## config.mk

```make
export PLATFORM = sky130hd
export DESIGN_NAME = calendar_date_stepper_core_flat
export DESIGN_NICKNAME = d
export VERILOG_FILES = /design/src/hw/rtl/cds_pkg.sv /design/src/hw/rtl/cds_ifs.sv /design/src/hw/rtl/calendar_date_stepper_core.sv /design/src/hw/rtl/cds_ctrl.sv /design/src/hw/rtl/cds_dp.sv /design/src/flat_wrapper.sv
export SDC_FILE = /design/constraint.sdc
export NUM_CORES = 1
export LEC_CHECK = 0
export CAP_MARGIN = 20
export CORE_MARGIN = 10
export CORE_UTILIZATION = 55
export DETAILED_ROUTE_END_ITERATION = 8
export DONT_BUFFER_PORTS = 1
export HOLD_SLACK_MARGIN = 0.03
export PLACE_DENSITY = 0.69
export SYNTH_ARGS = -nofsm -noshare
export SYNTH_HDL_FRONTEND = slang
export SYNTH_SLANG_ARGS = --single-unit
```

## constraint.sdc

```tcl
create_clock -name i_clk -period 10.2 [get_ports i_clk]
set_clock_uncertainty 0.05 [all_clocks]
set_input_delay 0 -clock i_clk [delete_from_list [all_inputs] [get_ports i_clk]]
set_output_delay 0 -clock i_clk [all_outputs]
set_load 0.01 [all_outputs]
```

## src/hw/rtl/cds_pkg.sv

```systemverilog
// ----------------------------------------------------------------------------
// cds_pkg
// Shared types, codes and calendar helper functions for the date stepper.
// ----------------------------------------------------------------------------
package cds_pkg;

    localparam int MAX_YEAR      = 9999;
    localparam int CMD_W         = 2;
    localparam int DAY_W         = 5;
    localparam int MONTH_W       = 4;
    localparam int YEAR_W        = 14;
    localparam int STATUS_W      = 2;
    localparam int DIST_W        = 23;
    localparam int DAYS_PER_YEAR = 365;
    localparam int MONTHS        = 12;

    // Divisibility by 25 on a 12-bit value: multiply by the inverse of 25
    // modulo 4096, then a multiple of 25 lands at or below 4095 / 25.
    localparam int INV25_MOD4K = 3113;
    localparam int DIV25_LIMIT = 4095 / 25;
    // Quotient by 25 for values below 4096: x * 1311 >> 15.
    localparam int RECIP25     = 1311;
    localparam int RECIP25_SH  = 15;

    typedef enum logic [CMD_W-1:0] {
        CMD_LOAD = 2'd0,
        CMD_NEXT = 2'd1,
        CMD_PREV = 2'd2,
        CMD_DIST = 2'd3
    } t_cmd;

    typedef enum logic [STATUS_W-1:0] {
        ST_OK       = 2'd0,
        ST_INVALID  = 2'd1,
        ST_BEFORE_1 = 2'd2,
        ST_PAST_MAX = 2'd3
    } t_status;

    typedef enum logic [5:0] {
        S_IDLE   = 6'b000001,
        S_EXEC   = 6'b000010,
        S_BASE   = 6'b000100,
        S_LEAP   = 6'b001000,
        S_MONTH  = 6'b010000,
        S_RESULT = 6'b100000
    } t_state;

    // controller -> datapath
    typedef struct packed {
        logic capture;    // latch the input transfer
        logic exec;       // apply load / next / prev, validate candidate
        logic ser_base;   // serial count: year * 365 + day, leap quotients
        logic ser_leap;   // serial count: add leap days of prior years
        logic ser_month;  // serial count: add one month length
        logic save_a;     // keep serial of stored date
        logic finish;     // form absolute difference
        logic sel;        // 0: stored date, 1: candidate date
        logic out_load;   // load the result register
    } t_dp_cmd;

    // datapath -> controller
    typedef struct packed {
        t_cmd cmd;
        logic cand_valid;
        logic month_done;
    } t_dp_status;

    function automatic logic div25_ok(input logic [11:0] x);
        logic [23:0] prod;
        prod = 24'(x) * 24'(INV25_MOD4K);
        return prod[11:0] <= 12'(DIV25_LIMIT);
    endfunction

    function automatic logic [7:0] div25(input logic [11:0] x);
        logic [22:0] prod;
        prod = 23'(x) * 23'(RECIP25);
        return prod[RECIP25_SH +: 8];
    endfunction

    function automatic logic leap_of(input logic [YEAR_W-1:0] y);
        logic by100;
        logic by400;
        by100 = div25_ok(y[13:2]);
        by400 = (y[3:0] == 4'd0) && div25_ok({2'b00, y[13:4]});
        return (y[1:0] == 2'd0) && (!by100 || by400);
    endfunction

    function automatic logic [DAY_W-1:0] days_in(input logic [MONTH_W-1:0] m,
                                                  input logic leap);
        logic [DAY_W-1:0] n;
        case (m)
            4'd2:                      n = leap ? 5'd29 : 5'd28;
            4'd4, 4'd6, 4'd9, 4'd11:   n = 5'd30;
            default:                   n = 5'd31;
        endcase
        return n;
    endfunction

endpackage

```

## src/hw/rtl/cds_ifs.sv

```systemverilog
// ----------------------------------------------------------------------------
// cds_ifs
// Valid/ready channel interfaces for date commands and date results.
// ----------------------------------------------------------------------------
interface cds_in_if;
    logic                          valid;
    logic                          ready;
    logic [cds_pkg::CMD_W-1:0]     command;
    logic [cds_pkg::DAY_W-1:0]     in_day;
    logic [cds_pkg::MONTH_W-1:0]   in_month;
    logic [cds_pkg::YEAR_W-1:0]    in_year;

    modport source (output valid, command, in_day, in_month, in_year, input ready);
    modport sink   (input valid, command, in_day, in_month, in_year, output ready);
endinterface

interface cds_out_if;
    logic                          valid;
    logic                          ready;
    logic [cds_pkg::DAY_W-1:0]     cur_day;
    logic [cds_pkg::MONTH_W-1:0]   cur_month;
    logic [cds_pkg::YEAR_W-1:0]    cur_year;
    logic                          is_leap;
    logic [cds_pkg::STATUS_W-1:0]  status;
    logic [cds_pkg::DIST_W-1:0]    distance;

    modport source (output valid, cur_day, cur_month, cur_year, is_leap, status,
                    distance, input ready);
    modport sink   (input valid, cur_day, cur_month, cur_year, is_leap, status,
                    distance, output ready);
endinterface

```

## src/hw/rtl/calendar_date_stepper_core.sv

```systemverilog
// ----------------------------------------------------------------------------
// calendar_date_stepper_core
// Gregorian date register with load, next day, previous day and distance.
// ----------------------------------------------------------------------------
// Holds one Gregorian date, 1 January of year 1 after reset. Each command
// transfer yields exactly one result transfer carrying the stored date after
// the command, its leap flag, a status code and, for a good distance command,
// the absolute day count between the stored and the given date (else zero).
// Load and distance check the given date (year 1..9999, month 1..12, day
// within the month, leap rule applied); a failed check, stepping back from
// 1 Jan of year 1, or stepping past 31 Dec of 9999 leaves the date unchanged
// and is reported in status. One command is worked at a time. Distance
// builds each date's serial day number in one shared accumulator that adds
// one month length per cycle. A new command is taken as soon as the
// sequencer is idle, even while the previous result still waits in the
// output register; it then waits for that register to drain before it
// delivers.
// ----------------------------------------------------------------------------
module calendar_date_stepper_core (
    input  logic      i_clk,
    input  logic      i_rst_n,
    cds_in_if.sink    i_in_chan,
    cds_out_if.source o_out_chan
);
    import cds_pkg::*;

    t_dp_cmd    dp_cmd;
    t_dp_status dp_status;

    // sequencer: accept, execute, serial counts, hand off to output register
    cds_ctrl u_ctrl (
        .i_clk       (i_clk),
        .i_rst_n     (i_rst_n),
        .i_in_valid  (i_in_chan.valid),
        .o_in_ready  (i_in_chan.ready),
        .i_out_ready (o_out_chan.ready),
        .o_out_valid (o_out_chan.valid),
        .i_status    (dp_status),
        .o_cmd       (dp_cmd)
    );

    // date state, stepping logic, serial accumulator and result register
    cds_dp u_dp (
        .i_clk         (i_clk),
        .i_rst_n       (i_rst_n),
        .i_command     (i_in_chan.command),
        .i_in_day      (i_in_chan.in_day),
        .i_in_month    (i_in_chan.in_month),
        .i_in_year     (i_in_chan.in_year),
        .i_cmd         (dp_cmd),
        .o_status      (dp_status),
        .o_cur_day     (o_out_chan.cur_day),
        .o_cur_month   (o_out_chan.cur_month),
        .o_cur_year    (o_out_chan.cur_year),
        .o_is_leap     (o_out_chan.is_leap),
        .o_status_code (o_out_chan.status),
        .o_distance    (o_out_chan.distance)
    );

endmodule

```

## src/hw/rtl/cds_ctrl.sv

```systemverilog
// ----------------------------------------------------------------------------
// cds_ctrl
// Sequencer for command execution and the two serial day counts.
// ----------------------------------------------------------------------------
module cds_ctrl (
    input  logic                 i_clk,
    input  logic                 i_rst_n,
    input  logic                 i_in_valid,
    output logic                 o_in_ready,
    input  logic                 i_out_ready,
    output logic                 o_out_valid,
    input  cds_pkg::t_dp_status  i_status,
    output cds_pkg::t_dp_cmd     o_cmd
);
    import cds_pkg::*;

    t_state r_state, n_state;
    logic   r_sel, n_sel;
    logic   r_out_valid, n_out_valid;
    logic   out_free;

    assign out_free    = !r_out_valid || i_out_ready;
    assign o_in_ready  = (r_state == S_IDLE);
    assign o_out_valid = r_out_valid;

    always_comb begin
        n_state     = r_state;
        n_sel       = r_sel;
        n_out_valid = r_out_valid && !i_out_ready;
        o_cmd       = '0;
        o_cmd.sel   = r_sel;
        case (r_state)
            S_IDLE: begin
                if (i_in_valid) begin
                    o_cmd.capture = 1'b1;
                    n_state       = S_EXEC;
                end
            end
            S_EXEC: begin
                o_cmd.exec = 1'b1;
                if (i_status.cmd == CMD_DIST && i_status.cand_valid) begin
                    n_sel   = 1'b0;
                    n_state = S_BASE;
                end else begin
                    n_state = S_RESULT;
                end
            end
            S_BASE: begin
                o_cmd.ser_base = 1'b1;
                n_state        = S_LEAP;
            end
            S_LEAP: begin
                o_cmd.ser_leap = 1'b1;
                n_state        = S_MONTH;
            end
            S_MONTH: begin
                if (!i_status.month_done) begin
                    o_cmd.ser_month = 1'b1;
                end else if (!r_sel) begin
                    o_cmd.save_a = 1'b1;
                    n_sel        = 1'b1;
                    n_state      = S_BASE;
                end else begin
                    o_cmd.finish = 1'b1;
                    n_state      = S_RESULT;
                end
            end
            S_RESULT: begin
                if (out_free) begin
                    o_cmd.out_load = 1'b1;
                    n_out_valid    = 1'b1;
                    n_state        = S_IDLE;
                end
            end
            default: begin
                n_state = S_IDLE;
            end
        endcase
    end

    always_ff @(posedge i_clk) begin
        if (!i_rst_n) begin
            r_state     <= S_IDLE;
            r_sel       <= 1'b0;
            r_out_valid <= 1'b0;
        end else begin
            r_state     <= n_state;
            r_sel       <= n_sel;
            r_out_valid <= n_out_valid;
        end
    end

endmodule

```

## src/hw/rtl/cds_dp.sv

```systemverilog
// ----------------------------------------------------------------------------
// cds_dp
// Stored date, day stepping, candidate check and serial day accumulator.
// ----------------------------------------------------------------------------
module cds_dp (
    input  logic                          i_clk,
    input  logic                          i_rst_n,
    input  logic [cds_pkg::CMD_W-1:0]     i_command,
    input  logic [cds_pkg::DAY_W-1:0]     i_in_day,
    input  logic [cds_pkg::MONTH_W-1:0]   i_in_month,
    input  logic [cds_pkg::YEAR_W-1:0]    i_in_year,
    input  cds_pkg::t_dp_cmd              i_cmd,
    output cds_pkg::t_dp_status           o_status,
    output logic [cds_pkg::DAY_W-1:0]     o_cur_day,
    output logic [cds_pkg::MONTH_W-1:0]   o_cur_month,
    output logic [cds_pkg::YEAR_W-1:0]    o_cur_year,
    output logic                          o_is_leap,
    output logic [cds_pkg::STATUS_W-1:0]  o_status_code,
    output logic [cds_pkg::DIST_W-1:0]    o_distance
);
    import cds_pkg::*;

    // stored date
    logic [DAY_W-1:0]   r_day;
    logic [MONTH_W-1:0] r_month;
    logic [YEAR_W-1:0]  r_year;

    // captured command
    t_cmd               r_cmd;
    logic [DAY_W-1:0]   r_in_day;
    logic [MONTH_W-1:0] r_in_month;
    logic [YEAR_W-1:0]  r_in_year;

    t_status            r_stat;
    logic [DIST_W-1:0]  r_dist;
    logic [DIST_W-1:0]  r_acc;
    logic [DIST_W-1:0]  r_sa;
    logic [MONTH_W-1:0] r_k;
    logic [7:0]         r_q100;
    logic [7:0]         r_q400;

    logic               cur_leap, cand_leap, cand_valid;
    logic [DAY_W-1:0]   cur_dim;
    logic [YEAR_W:0]    nxt_year_w;
    logic               nxt_wrap_day, nxt_wrap_month;
    logic [MONTH_W-1:0] prv_month;
    logic [YEAR_W-1:0]  prv_year;
    logic               prv_ok;

    logic [YEAR_W-1:0]  ser_year, ser_p;
    logic [MONTH_W-1:0] ser_mlim;
    logic [DAY_W-1:0]   ser_day;
    logic               ser_leap;

    always_comb begin
        cur_leap  = leap_of(r_year);
        cand_leap = leap_of(r_in_year);
        cur_dim   = days_in(r_month, cur_leap);
        cand_valid = (r_in_year != '0) && (r_in_year <= YEAR_W'(MAX_YEAR))
                  && (r_in_month != '0) && (r_in_month <= MONTH_W'(MONTHS))
                  && (r_in_day != '0)
                  && (r_in_day <= days_in(r_in_month, cand_leap));

        nxt_wrap_day   = (r_day >= cur_dim);
        nxt_wrap_month = nxt_wrap_day && (r_month >= MONTH_W'(MONTHS));
        nxt_year_w     = {1'b0, r_year} + (YEAR_W+1)'(nxt_wrap_month);

        // Jan wraps to Dec of the prior year; Dec has 31 days either way
        prv_month = (r_month <= 4'd1) ? MONTH_W'(MONTHS) : r_month - 4'd1;
        prv_year  = (r_month <= 4'd1) ? r_year - 14'd1 : r_year;
        prv_ok    = !((r_day <= 5'd1) && (r_month <= 4'd1) && (r_year <= 14'd1));

        ser_year = i_cmd.sel ? r_in_year  : r_year;
        ser_mlim = i_cmd.sel ? r_in_month : r_month;
        ser_day  = i_cmd.sel ? r_in_day   : r_day;
        ser_leap = i_cmd.sel ? cand_leap  : cur_leap;
        ser_p    = ser_year - 14'd1;
    end

    assign o_status.cmd        = r_cmd;
    assign o_status.cand_valid = cand_valid;
    assign o_status.month_done = (r_k >= ser_mlim);

    always_ff @(posedge i_clk) begin
        if (!i_rst_n) begin
            r_day   <= DAY_W'(1);
            r_month <= MONTH_W'(1);
            r_year  <= YEAR_W'(1);
        end else if (i_cmd.exec) begin
            case (r_cmd)
                CMD_LOAD: begin
                    if (cand_valid) begin
                        r_day   <= r_in_day;
                        r_month <= r_in_month;
                        r_year  <= r_in_year;
                    end
                end
                CMD_NEXT: begin
                    if (nxt_year_w <= (YEAR_W+1)'(MAX_YEAR)) begin
                        r_day   <= nxt_wrap_day ? DAY_W'(1) : r_day + 5'd1;
                        r_month <= nxt_wrap_month ? MONTH_W'(1)
                                 : (nxt_wrap_day ? r_month + 4'd1 : r_month);
                        r_year  <= nxt_year_w[YEAR_W-1:0];
                    end
                end
                CMD_PREV: begin
                    if (prv_ok) begin
                        if (r_day <= 5'd1) begin
                            r_day   <= days_in(prv_month, cur_leap);
                            r_month <= prv_month;
                            r_year  <= prv_year;
                        end else begin
                            r_day <= r_day - 5'd1;
                        end
                    end
                end
                default: begin
                end
            endcase
        end
    end

    always_ff @(posedge i_clk) begin
        if (i_cmd.capture) begin
            r_cmd      <= t_cmd'(i_command);
            r_in_day   <= i_in_day;
            r_in_month <= i_in_month;
            r_in_year  <= i_in_year;
        end

        if (i_cmd.exec) begin
            r_dist <= '0;
            case (r_cmd)
                CMD_LOAD: r_stat <= cand_valid ? ST_OK : ST_INVALID;
                CMD_NEXT: r_stat <= (nxt_year_w > (YEAR_W+1)'(MAX_YEAR))
                                    ? ST_PAST_MAX : ST_OK;
                CMD_PREV: r_stat <= prv_ok ? ST_OK : ST_BEFORE_1;
                default:  r_stat <= cand_valid ? ST_OK : ST_INVALID;
            endcase
        end

        // serial = y*365 + d + days before month + leap days of years 1..y-1
        if (i_cmd.ser_base) begin
            r_acc  <= DIST_W'(ser_year) * DIST_W'(DAYS_PER_YEAR) + DIST_W'(ser_day);
            r_q100 <= div25(ser_p[13:2]);
            r_q400 <= div25({2'b00, ser_p[13:4]});
            r_k    <= MONTH_W'(1);
        end
        if (i_cmd.ser_leap) begin
            r_acc <= r_acc + DIST_W'(ser_p[13:2]) - DIST_W'(r_q100) + DIST_W'(r_q400);
        end
        if (i_cmd.ser_month) begin
            r_acc <= r_acc + DIST_W'(days_in(r_k, ser_leap));
            r_k   <= r_k + 4'd1;
        end
        if (i_cmd.save_a) begin
            r_sa <= r_acc;
        end
        if (i_cmd.finish) begin
            r_dist <= (r_sa > r_acc) ? r_sa - r_acc : r_acc - r_sa;
        end

        if (i_cmd.out_load) begin
            o_cur_day     <= r_day;
            o_cur_month   <= r_month;
            o_cur_year    <= r_year;
            o_is_leap     <= cur_leap;
            o_status_code <= r_stat;
            o_distance    <= r_dist;
        end
    end

endmodule

```

## src/flat_wrapper.sv

```systemverilog
// flat-port wrapper written by rule: the top's interface ports become plain ports
module calendar_date_stepper_core_flat import cds_pkg::*;
  (i_clk, i_rst_n, i_in_chan_valid, i_in_chan_command, i_in_chan_in_day, i_in_chan_in_month, i_in_chan_in_year, i_in_chan_ready, o_out_chan_valid, o_out_chan_cur_day, o_out_chan_cur_month, o_out_chan_cur_year, o_out_chan_is_leap, o_out_chan_status, o_out_chan_distance, o_out_chan_ready);
  cds_in_if i_in_chan_i ();
  cds_out_if o_out_chan_i ();
  input  logic i_clk;
  input  logic i_rst_n;
  input wire logic [$bits(i_in_chan_i.valid)-1:0] i_in_chan_valid;
  input wire logic [$bits(i_in_chan_i.command)-1:0] i_in_chan_command;
  input wire logic [$bits(i_in_chan_i.in_day)-1:0] i_in_chan_in_day;
  input wire logic [$bits(i_in_chan_i.in_month)-1:0] i_in_chan_in_month;
  input wire logic [$bits(i_in_chan_i.in_year)-1:0] i_in_chan_in_year;
  output wire logic [$bits(i_in_chan_i.ready)-1:0] i_in_chan_ready;
  output wire logic [$bits(o_out_chan_i.valid)-1:0] o_out_chan_valid;
  output wire logic [$bits(o_out_chan_i.cur_day)-1:0] o_out_chan_cur_day;
  output wire logic [$bits(o_out_chan_i.cur_month)-1:0] o_out_chan_cur_month;
  output wire logic [$bits(o_out_chan_i.cur_year)-1:0] o_out_chan_cur_year;
  output wire logic [$bits(o_out_chan_i.is_leap)-1:0] o_out_chan_is_leap;
  output wire logic [$bits(o_out_chan_i.status)-1:0] o_out_chan_status;
  output wire logic [$bits(o_out_chan_i.distance)-1:0] o_out_chan_distance;
  input wire logic [$bits(o_out_chan_i.ready)-1:0] o_out_chan_ready;
  assign i_in_chan_i.valid = i_in_chan_valid;
  assign i_in_chan_i.command = i_in_chan_command;
  assign i_in_chan_i.in_day = i_in_chan_in_day;
  assign i_in_chan_i.in_month = i_in_chan_in_month;
  assign i_in_chan_i.in_year = i_in_chan_in_year;
  assign i_in_chan_ready = i_in_chan_i.ready;
  assign o_out_chan_valid = o_out_chan_i.valid;
  assign o_out_chan_cur_day = o_out_chan_i.cur_day;
  assign o_out_chan_cur_month = o_out_chan_i.cur_month;
  assign o_out_chan_cur_year = o_out_chan_i.cur_year;
  assign o_out_chan_is_leap = o_out_chan_i.is_leap;
  assign o_out_chan_status = o_out_chan_i.status;
  assign o_out_chan_distance = o_out_chan_i.distance;
  assign o_out_chan_i.ready = o_out_chan_ready;
  calendar_date_stepper_core u_core (.i_clk(i_clk), .i_rst_n(i_rst_n), .i_in_chan(i_in_chan_i), .o_out_chan(o_out_chan_i));
endmodule
```

==> results of run 1 <==
[flip-flops by register name (all words and copies together), names as in the netlist, 6 cells and up]
signal	flops
u_core.u_dp.r_sa	23
u_core.u_ctrl.r_state	6
u_core.u_dp.r_q100	8
u_core.u_dp.o_distance	23
u_core.u_dp.r_dist	23
u_core.u_dp.r_acc	23
u_core.u_dp.r_year	14
u_core.u_dp.r_q400	6
u_core.u_dp.r_in_year	14
u_core.u_dp.o_cur_year	14
[timing repair]
action,CTS,global route
hold endpoints to repair,71,0
hold buffers,29,0
gates resized for setup,0,0
[cell type report]
type / count / area (um2) / share of cell area, %
Sequential cell: 194 / 5515 / 22.46
Clock buffer: 18 / 429.2 / 1.747
Tap cell: 539 / 674.4 / 2.746
Timing Repair Buffer: 50 / 447.9 / 1.824
Clock inverter: 14 / 158.9 / 0.6470
Inverter: 399 / 1498 / 6.098
Multi-Input combinational cell: 1729 / 15840 / 64.48
[cell usage in the layout, fill, tap and decap left out, types with 7 or more instances in the layout]
cell / instances
a211oi_1: 18
a21boi_0: 7
a21o_1: 48
a21oi_1: 140
a221oi_1: 9
a31oi_1: 21
and2_1: 9
and3_1: 12
buf_4: 21
clkbuf_16: 17
dfxtp_1: 31
dlygate4sd3_1: 29
edfxtp_1: 163
fa_1: 149
ha_1: 444
inv_1: 399
mux2_2: 13
mux2i_1: 37
nand2_1: 101
nand2b_1: 19
nand3_1: 34
nand3b_1: 7
nand4_1: 22
nor2_1: 120
nor2b_1: 31
nor3_1: 44
nor3b_1: 8
nor4_1: 21
o211ai_1: 14
o21a_1: 18
o21ai_0: 83
o21bai_1: 21
o221ai_1: 7
o22ai_1: 8
o31ai_1: 9
or3_1: 7
xnor2_1: 117
xor2_1: 45
[per-stage QoR]
step | total power [mW] | util, % | hold WS (ps) | setup slack, ps
floorplan | 1.619 | - | 48.87 | 2956
global placement | 1.797 | 56.71 | 44.97 | 1996
detailed placement | 1.839 | 56.71 | 39.17 | 1710
CTS | 2.525 | 58.81 | 50.61 | 1682
global route | 2.688 | 58.81 | 69.87 | 1034
finish | 2.509 | 58.81 | 83.83 | 1586
[power by group]
part / leakage, nW / total [mW] / internal [mW] / switching, mW
registers: 1.74 / 0.926 / 0.887 / 0.0392
clock network: 0.283 / 0.672 / 0.328 / 0.344
logic: 10.3 / 0.911 / 0.389 / 0.523
[Yosys cell counts (all sizes together) (7+ instances only)]
master	n
a211oi	19
a21boi	8
a21o	48
a21oi	140
a221oi	9
a31oi	21
and2	9
and3	12
buf	14
clkbuf	51
dfxtp	31
edfxtp	163
fa	149
ha	444
inv	399
mux2	13
mux2i	37
nand2	101
nand2b	19
nand3	34
nand3b	7
nand4	23
nor2	120
nor2b	32
nor3	47
nor3b	8
nor4	22
o211ai	14
o21a	18
o21ai	86
o21bai	21
o221ai	7
o22ai	8
o31ai	9
or3	7
or4	7
xnor2	118
xor2	45
[how the worst min path moves through the flow]
| stage | startpoint | end | slack [ps] | depth (start not counted) |
|---|---|---|---|---|
| 2_1_floorplan | i_in_chan_command[0] | u_core.u_dp.r_cmd[0] | 50 | 0 |
| 3_3_place_gp | i_rst_n | u_core.u_ctrl.r_state[0] | 40 | 1 |
| 3_5_place_dp | i_rst_n | u_core.u_ctrl.r_state[0] | 40 | 1 |
| 4_1_cts | i_in_chan_in_year[3] | u_core.u_dp.r_in_year[3] | 50 | 1 |
| 5_1_grt | i_in_chan_in_year[3] | u_core.u_dp.r_in_year[3] | 70 | 1 |
| 6_report | i_in_chan_in_year[3] | u_core.u_dp.r_in_year[3] | 80 | 1 |
[per-layer routing]
layer,track usage (%),up-vias
li1,-,8268
met1,31.76,8279
met2,36.13,539
met3,2.993,63
met4,6.427,0
met5,0,-
[cells by family after synthesis]
family                     after synthesis  share of synthesized area [%]
buffers and inverters                  464                          7.613
adders and majority gates              593                          36.98
AOI/OAI and AO/OA                      456                          12.76
xor gates and xnor gates               163                          6.183
DFF                                    194                          23.89
and+or+nand+nor                        466                          10.24
muxes                                   51                          2.336
[worst reg2reg max path: cells and delay by family, from the launching register on]
kind	cells	cell delay [ps]
AOI/OAI and AO/OA	8	1050
xor gates and xnor gates	2	240
adders and majority gates	8	2570
buffers and inverters	1	150
DFF	1	820
and+or+nand+nor	12	3300
muxes	1	320
==> results.json, run 1 <==
{
  "outcome": "finished, final reports clean",
  "ys_ff_latch": 194,
  "clock-root-buffer": "clkbuf_16",
  "wl_met2_mm": 25.26,
  "reg2reg_to": "u_core.u_dp.r_year[6]",
  "dp_cells": 2882,
  "cp_num_cells": 32,
  "regToRegSetupSlack_ps": 1590,
  "arrival_ps": 8940,
  "syn_nets": 3009,
  "max-vdd-ir-drop_uv": 101.7,
  "htree_levels": 4,
  "area_growth_pct": 6.367,
  "avgRoutedWirePerCell_um": 18.84,
  "setup_viol": 0,
  "rsz0062_at_grt": "no",
  "die_area_mm2": 0.05058,
  "ant_nets": 0,
  "grt_pass1_vias": 17453,
  "grt_pass1_wl_mm": 91.65,
  "post-cts-setup-buffers": 0,
  "cp.required_ps": 10530,
  "chipWidth_um": 224.9,
  "synth_warnings": 0,
  "place_congestion": 0.9387,
  "fillers": 3544,
  "antenna_cells": 0,
  "slowest_stage": "dfxtp_1",
  "ys_seq_area_share_pct": 23.89,
  "core_mm2": 0.04176,
  "hold_viol": 0,
  "path_buf_inv": 1,
  "rows": 75,
  "postSynth.asyncResetShare_pct": 0,
  "hpwlAfterDp_mm": 44.73,
  "leakage_nw": 12.29,
  "tritoncts": "yes",
  "routed-via-count": 17149,
  "slew_headroom_pct": 26.35,
  "fin_crit_ps": 8614,
  "crit_family": "simple AND/OR/NAND/NOR gates",
  "layoutNonFillerInstCount": 2943,
  "wl_met1_mm": 25.73,
  "dr_wl_met3_mm": 3.407,
  "placed_area_mm2": 0.02368,
  "drt_pass1_iterations": 5,
  "slowest_delay_ps": 820,
  "worst_slew_pin_slew_ps": 1097,
  "layout-drive-gt1-share_pct": 3.785,
  "yosys-top-cells-area": "ha_1, edfxtp_1, fa_1",
  "crit_path_start_kind": "register",
  "clkLatencyLatePin_ps": 490,
  "route.detailed.drc": 0,
  "nets": 3013,
  "crit_type": "reg2reg",
  "io_pins": 80,
  "hold_path.class": "in2reg",
  "yosysTopAreaCellShare_pct": 24.06,
  "syn_area_per_cell_um2": 9.673,
  "slew_viol_final": 0,
  "cellPowerDensity_mw_per_mm2": 102.1,
  "clk_pin_slew_ps": 70,
  "rr_worst_depth": 32,
  "crit_fanout": 16,
  "min_period_over_period_pct": 84.45,
  "grt-ovfl-total": 0,
  "tns_ps": 0,
  "design_area_mm2": 0.02456,
  "fmax_mhz": 116.1,
  "crit_top_cell": "ha_1",
  "initial_core_util_pct": 55.29,
  "drtIter0Drc": 1491,
  "grtUsageTotal_pct": 22.71,
  "yosys.area.top_type": "ha_1",
  "vias_per_cell": 5.827,
  "max_cap_viol_count": 0,
  "reg2reg_from": "u_core.u_dp.r_year[7]",
  "critPathLaunch": "u_core.u_dp.r_year[7]",
  "die-height_um": 224.9,
  "portBuffers": 0,
  "syn_inst": 2387,
  "antenna_found_initial": 0,
  "synth_edf_count": 163,
  "endpoint": "u_core.u_dp.r_year[6]",
  "cts_sinks": 194,
  "clk_path_buf_depth": 2,
  "routed.top_layer": "met4",
  "endpoint_kind": "register",
  "synth_cell_type_count": 75,
  "synth_area_mm2": 0.02309,
  "tritoncts.num_buffers": 17,
  "ys.flop_type": "edfxtp_1",
  "grt_max_degree": 50,
  "drt_wl_total_mm": 55.44
}
Note: power is estimated with default switching activity, not from simulation.
==> run 2, diff against run 1 <==
Clock period 10.2 ns to 8.3 ns, I/O delays scaled along.
==> run 2 against run 1 <==
Net effect:
- die area stayed put
- power rose by 23%
- via count shrank 0.14%
- fmax increased by 12%
- wire length grew 0.85%
- design area rose by 0.46%
- non-clock buffer count increased by 12
- critical endpoint is now u_core.u_dp.r_month[3]
- count of clock-buffer cells in the layout did not move
- cell count increased by 0.41%
==> results.json, run 2 (synthesized netlist as in run 1, its figures left out) <==
{
  "route.detailed.drc": 0,
  "hold_viol": 0,
  "grt_pass1_vias": 17356,
  "tritoncts": "yes",
  "slew_viol_final": 0,
  "final_common_cell": "ha_1",
  "io_pins": 80,
  "hpwlAfterDp_mm": 44.87,
  "grtUsageTotal_pct": 22.75,
  "tritoncts.num_buffers": 17,
  "endpoint": "u_core.u_dp.r_month[3]",
  "layout-drive-gt1-share_pct": 4.305,
  "grt_max_degree": 50,
  "slowest_stage": "or4_4",
  "antenna_found_initial": 0,
  "arrival_ps": 8010,
  "max-vdd-ir-drop_uv": 124.8,
  "mostFrequentLayoutCells": "ha_1, inv_1, edfxtp_1",
  "max_cap_viol_count": 0,
  "endpoint_kind": "register",
  "cp.required_ps": 8630,
  "tns_ps": 0,
  "regToRegSetupSlack_ps": 620,
  "min_period_over_period_pct": 92.50,
  "design_area_mm2": 0.02467,
  "outcome": "finished, final reports clean",
  "crit_path_start_kind": "register",
  "chipWidth_um": 224.9,
  "worst_slew_pin_slew_ps": 1121,
  "reg2reg_from": "u_core.u_dp.r_year[7]",
  "initial_core_util_pct": 55.29,
  "clock-root-buffer": "clkbuf_16",
  "vias_per_cell": 5.795,
  "rr_worst_depth": 32,
  "area_growth_pct": 6.860,
  "routed-via-count": 17125,
  "fmax_mhz": 130.2,
  "crit_type": "reg2reg",
  "htree_levels": 4,
  "cts_sinks": 194,
  "clkLatencyLatePin_ps": 490,
  "antenna_cells": 0,
  "placed_area_mm2": 0.02375,
  "nets": 3025,
  "crit_fanout": 11,
  "place_congestion": 0.9437,
  "fin_crit_ps": 7678,
  "core_mm2": 0.04176,
  "slowest_delay_ps": 630,
  "rsz0062_at_grt": "no",
  "reg2reg_to": "u_core.u_dp.r_month[3]",
  "drt_pass1_iterations": 7,
  "grt-ovfl-total": 0,
  "avgRoutedWirePerCell_um": 18.92,
  "die_area_mm2": 0.05058,
  "setup_viol": 0,
  "clk_pin_slew_ps": 80,
  "cellPowerDensity_mw_per_mm2": 125.5,
  "drt_wl_total_mm": 55.91,
  "rows": 75,
  "leakage_nw": 12.35,
  "slew_headroom_pct": 25.03,
  "die-height_um": 224.9,
  "portBuffers": 0,
  "clk_path_buf_depth": 2,
  "ant_nets": 0,
  "crit_top_cell": "ha_1",
  "grt_pass1_wl_mm": 91.67,
  "hold_path.class": "in2reg",
  "critPathLaunch": "u_core.u_dp.r_year[7]",
  "drtIter0Drc": 1249
}
==> run 2: cell count changes in the layout (fill, tap and decap cells not counted), moves of 2 or more <==
cell	previous run	this run
buf_4	21	32
clkinv_4	3	1
dfxtp_1	31	29
dfxtp_2	0	2
inv_6	3	5
inv_8	3	0
==> run 2: routing by layer <==
metal  vias up  wire length [um]  GRT usage, %
met3        68              3461         4.463
met2       506             25230         35.75
met5         -                 0             0
met4         0              1117         6.449
li1       8301                 -             -
met1      8250             26100         31.26
==> run 2: worst min path at each step <==
stage	from	end	slack, ps	cells past startpoint
CTS	i_in_chan_in_year[13]	u_core.u_dp.r_in_year[13]	50	1
finish	i_in_chan_command[0]	u_core.u_dp.r_cmd[0]	90	1
detailed placement	i_rst_n	u_core.u_ctrl.r_state[0]	40	1
floorplan	i_in_chan_command[0]	u_core.u_dp.r_cmd[0]	50	0
global placement	i_rst_n	u_core.u_ctrl.r_state[0]	50	1
global route	i_in_chan_in_year[11]	u_core.u_dp.r_in_year[11]	80	1
==> run 2: where the power goes <==
group / total [mW] / leakage [nW] / internal [mW] / switching [mW]
clock network: 0.845 / 0.283 / 0.427 / 0.418
registers: 1.14 / 1.74 / 1.09 / 0.0469
logic: 1.12 / 10.3 / 0.479 / 0.637
total: 3.10 / 12.3 / 1.99 / 1.10
==> run 2: area by class of cell <==
class                   count  area [um2]
inverters                 399        1498
fillers                  3563       17090
flip-flops and latches    194        5518
clock inverters            14       167.7
multi-input cells        1729       15830
repair buffers             62       558.0
clock buffers              18       429.2
well taps                 539       674.4
==> run 2: through the flow <==
step                setup slack, ps  std cells  total power, mW  hold WS [ps]  utilization, %
floorplan                      1056       2387            1.989         48.87               -
global placement              707.2       2892            2.217         46.55           56.87
detailed placement            454.4       2892            2.252         42.40           56.87
CTS                           438.4       2953            3.119         53.97           59.00
global route                  94.70       2955            3.327         77.96           59.09
finish                        622.3       2955            3.097         86.05           59.09
==> run 2: critical path, delay by kind of cell (launching register included) <==
kind	cells	cell delay (ps)
AOI/OAI and AO/OA	8	1310
xor gates and xnor gates	3	380
adders and majority gates	8	2540
buffers and inverters	1	150
DFF	1	320
muxes	1	230
and+or+nand+nor	11	2590
==> run 2: repair_timing <==
item,CTS,global route
hold buffers,29,0
resized for setup,0,2
hold endpoints to repair,81,0
buffers inserted,0,1
setup endpoints to repair,0,17
